### src/hw/rtl/rnnt_pkg.sv
`default_nettype none
package rnnt_pkg;

    localparam int CFG_IDX_W = 2;

    localparam logic [1:0] CMD_LOAD  = 2'd0;
    localparam logic [1:0] CMD_START = 2'd1;
    localparam logic [1:0] CMD_STEP  = 2'd2;
    localparam logic [1:0] CMD_NOP   = 2'd3;

    localparam logic [1:0] STAT_OK      = 2'd0;
    localparam logic [1:0] STAT_CHOSEN  = 2'd1;
    localparam logic [1:0] STAT_CLOSED  = 2'd2;
    localparam logic [1:0] STAT_NO_TOUR = 2'd3;

    localparam logic [CFG_IDX_W-1:0] CFG_THRESHOLD = 2'd0;
    localparam logic [CFG_IDX_W-1:0] CFG_SEED      = 2'd1;
    localparam logic [CFG_IDX_W-1:0] CFG_COUNT     = 2'd2;

    localparam logic [16:0] THRESHOLD_RESET = 17'd52429;
    localparam logic [31:0] SEED_RESET      = 32'd1;
    localparam logic [10:0] COUNT_RESET     = 11'd1024;

    typedef struct packed {
        logic [1:0]  command;
        logic [9:0]  city_index;
        logic [15:0] city_x;
        logic [15:0] city_y;
    } item_t;

    typedef struct packed {
        logic [1:0]  status;
        logic [9:0]  dest_city;
        logic [16:0] step_distance;
        logic [31:0] total_distance;
        logic        last;
    } result_t;

endpackage
`default_nettype wire

### src/hw/rtl/rnnt_isqrt.sv
`default_nettype none
module rnnt_isqrt (
    input  logic        clk,
    input  logic        rst_n,
    input  logic        start,
    input  logic [32:0] operand,
    output logic        done,
    output logic [16:0] root
);
    import rnnt_pkg::*;

    logic [34:0] rem_reg;
    logic [34:0] res_reg;
    logic [34:0] bit_reg;
    logic        busy_reg;
    logic        done_reg;
    logic [34:0] trial;

    assign trial = res_reg + bit_reg;

    // one result bit per cycle, bit walks from 2^34 down by a factor of four
    always_ff @(posedge clk or negedge rst_n)
    begin
        if (!rst_n)
        begin
            busy_reg <= 1'b0;
            done_reg <= 1'b0;
            rem_reg  <= '0;
            res_reg  <= '0;
            bit_reg  <= '0;
        end
        else
        begin
            done_reg <= busy_reg && bit_reg[0];
            if (start)
            begin
                rem_reg  <= 35'(operand);
                res_reg  <= '0;
                bit_reg  <= 35'h4_0000_0000;
                busy_reg <= 1'b1;
            end
            else if (busy_reg)
            begin
                if (rem_reg >= trial)
                begin
                    rem_reg <= rem_reg - trial;
                    res_reg <= (res_reg >> 1) + bit_reg;
                end
                else
                begin
                    res_reg <= res_reg >> 1;
                end
                bit_reg <= bit_reg >> 2;
                if (bit_reg[0])
                begin
                    busy_reg <= 1'b0;
                end
            end
        end
    end

    assign done = done_reg;
    assign root = res_reg[16:0];

endmodule
`default_nettype wire

### config.mk
export PLATFORM = sky130hd
export DESIGN_NAME = rnnt_isqrt
export DESIGN_NICKNAME = d
export VERILOG_FILES = /design/src/hw/rtl/rnnt_pkg.sv /design/src/hw/rtl/rnnt_isqrt.sv
export SDC_FILE = /design/constraint.sdc
export NUM_CORES = 1
export LEC_CHECK = 0
export ABC_AREA = 0
export BUFFER_PORTS_ARGS = -buffer_cell sky130_fd_sc_hd__clkbuf_2
export CAP_MARGIN = 20
export CORE_MARGIN = 8
export CORE_UTILIZATION = 55
export CTS_CLUSTER_DIAMETER = 200
export DETAILED_ROUTE_END_ITERATION = 8
export PLACE_DENSITY = 0.84
export SYNTH_ARGS = -nofsm -noshare
export SYNTH_HDL_FRONTEND = slang
export SYNTH_SLANG_ARGS = --single-unit
export TNS_END_PERCENT = 20
### constraint.sdc
create_clock -name clk -period 4.59 [get_ports clk]
set_input_delay 1.1475 -clock clk [delete_from_list [all_inputs] [get_ports clk]]
set_output_delay 1.1475 -clock clk [all_outputs]
set_load 0.005 [all_outputs]
==> flow_summary.json <==
{
  "cts_tree": "yes",
  "worstPathMaxFanout": 15,
  "vdd_drop_max_mv": 0.3378,
  "p_leak_nw": 4.606,
  "dp_hpwl_mm": 16.62,
  "io_buffers": 53,
  "dr.pass1.iters": 7,
  "die_h_um": 139.2,
  "cts.clk_slew.worst_paths_ns": 0.07,
  "critPathKind": "register to register",
  "cp.arrival_ns": 5.17,
  "hp-class": "register to register",
  "status": "finished with violations",
  "synth_seq_cells": 90,
  "seq_area_frac_synth": 0.2696,
  "hold_viol_final": 0,
  "relSlewSlack": 0.3289,
  "post_dp_cell_area_um2": 9189,
  "final_cell_mix": "108 x nand2_1, 101 x nor2_1, 97 x buf_4",
  "layout_commonest_cell": "nand2_1",
  "postCtsHoldBufs": 0,
  "crit_required_ns": 4.80,
  "max_freq_mhz": 201.7,
  "period_minus_slack_ns": 4.959,
  "grt_pass1_vias": 7868,
  "synthFlopType": "dfrtp_1",
  "fin_area_um2": 10130,
  "p_per_area_nw_per_um2": 715.7,
  "drv_cap": 0,
  "antenna_left": 0,
  "rsz0062_at_grt": "true",
  "ys_warn_count": 0,
  "root_buffer": "clkbuf_16",
  "die_x_um": 139.2,
  "syn_inst": 1016,
  "clock_latency_ns": 0.37,
  "violations": "setup timing",
  "fin_cells": 1317,
  "grt.overflow.total": 0,
  "syn2layout_area_growth_pct": 21.30,
  "worstSetupEndpointType": "register",
  "worst_slew_pin_slew_ns": 1.007,
  "drv_slew": 0,
  "setup_viol": 70,
  "skew_ns": 0.009756,
  "ioPinCount": 54,
  "synth-edff-count": 0,
  "cts_buffers": 9,
  "ys_types": 69,
  "cp-start-kind": "register",
  "layout_setup_ws_ns": -0.3686,
  "route.detailed.drc": 0,
  "clk_path_buf_depth": 2,
  "async_flop_share": 1.000,
  "antenna-diode-count": 0,
  "rows": 45,
  "nets": 1232,
  "period_share": 1.080,
  "antenna_found_initial": 0,
  "wl_mm": 26.65,
  "clock-sinks": 90,
  "wl_per_cell_um": 20.23,
  "fp.coreArea_um2": 15030,
  "dp.cells": 1275,
  "synth_nets": 1124,
  "dr.first_iter.drc_count": 1188,
  "vias_per_cell": 6.560,
  "routabilityCongestion": 0.9465,
  "grt_first_pass_wirelength_mm": 38.27,
  "total_power_mw": 7.253,
  "num_vias": 8640,
  "dieArea_um2": 19390,
  "drive_gt1_frac": 0.2259,
  "synthesis.area_um2": 8354,
  "grt_start_max_net_pins": 74,
  "htree_levels": 3,
  "avgSynthCellArea_um2": 8.223,
  "grt_usage": 0.2375,
  "start_util": 0.5557
}
[final timing paths]
check                           slack (ns)                      end               startpoint  cells past startpoint
worst min register to register        0.56  rem_reg[34]$_DFFE_PN0P_  rem_reg[34]$_DFFE_PN0P_                      2
max in group asynchronous             2.83  rem_reg[23]$_DFFE_PN0P_                    rst_n                      2
worst min-delay path                  0.56  rem_reg[34]$_DFFE_PN0P_  rem_reg[34]$_DFFE_PN0P_                      2
worst max-delay path                 -0.37  rem_reg[26]$_DFFE_PN0P_   bit_reg[0]$_DFFE_PN0P_                     22
min in group asynchronous             0.92       busy_reg$_DFF_PN0_                    rst_n                      1
worst max register to register       -0.37  rem_reg[26]$_DFFE_PN0P_   bit_reg[0]$_DFFE_PN0P_                     22
[logic make-up after synthesis]
kind of cell,share of synthesized area
adders and majority gates,0.1087
DFF,0.2696
xor gates and xnor gates,0.08282
buffers and inverters,0.05422
AOI/OAI and AO/OA,0.2495
muxes,0.05946
and+or+nand+nor,0.1757
[where the power goes]
group	leakage [nW]	switching [mW]	internal [mW]
logic	3.27	2.80	2.41
clock network	0.158	0.365	0.461
registers	1.18	0.215	1.00
total	4.61	3.38	3.88
[worst max-delay path, cell delays in order, from the launching register on]
cell and delay (ns):
dfrtp_1 0.40, ha_2 0.23, ha_4 0.18, a21oi_4 0.15
o21bai_2 0.11, a31o_4 0.24, a2111oi_4 0.41, nor2_1 0.10
nor2_1 0.14, nor2_1 0.08, o21ai_1 0.22, xor2_1 0.10
ha_1 0.33, buf_6 0.13, nand4_1 0.17, or3_4 0.45
o21ai_4 0.21, o211ai_4 0.16, a21oi_4 0.30, buf_6 0.15
clkbuf_16 0.18, mux2i_1 0.22, o21ai_0 0.11
[through the flow]
stage | hold slack [ns] | setup TNS (ns) | setup slack [ns] | util
after floorplan | 0.4788 | 0 | 0.05680 | -
after global placement | 0.5132 | -4.684 | -0.1727 | 0.6112
after detailed placement | 0.5303 | -15.84 | -0.3832 | 0.6112
after CTS | 0.5404 | -0.1376 | -0.03595 | 0.6393
after global routing | 0.5829 | -27.46 | -0.5067 | 0.6741
final | 0.5646 | -16.60 | -0.3686 | 0.6741
[routing by layer]
| metal | track usage | part of all wire | up-vias |
|---|---|---|---|
| met1 | 0.3092 | 0.41 | 4097 |
| met3 | 0.03796 | 0.083 | 122 |
| met5 | 0 | 0 | - |
| li1 | - | - | 3913 |
| met2 | 0.3842 | 0.47 | 508 |
| met4 | 0.1011 | 0.044 | 0 |
[synth_stat cells, types with 21 or more instances]
master / instances / area share
xnor2_1: 39 / 0.041
dfrtp_1: 90 / 0.27
clkbuf_1: 32 / 0.014
a21o_1: 24 / 0.022
nand2_1: 114 / 0.051
nand3_1: 21 / 0.013
buf_4: 22 / 0.020
a21oi_1: 55 / 0.033
o21ai_0: 74 / 0.044
inv_1: 26 / 0.012
xor2_1: 40 / 0.042
ha_1: 71 / 0.11
nor2_1: 103 / 0.046
mux2i_1: 44 / 0.053
a31oi_1: 27 / 0.020
[cell type report]
class                           instances  area (um^2)
Sequential cell                        90         2253
Inverter                               26        97.59
Clock buffer                           11        252.7
Clock inverter                          5        65.06
Tap cell                              188        235.2
Multi-Input combinational cell        835         6012
Fill cell                            1058         4900
Timing Repair Buffer                  162         1217
[timing repair]
action / in CTS / in global routing
gates resized for setup: 17 / 62
gates cloned: 1 / 4
setup endpoints to repair: 70 / 70
setup buffers: 2 / 19
pin swaps: 9 / 51
No activity file was read; power rests on OpenSTA's default activity.
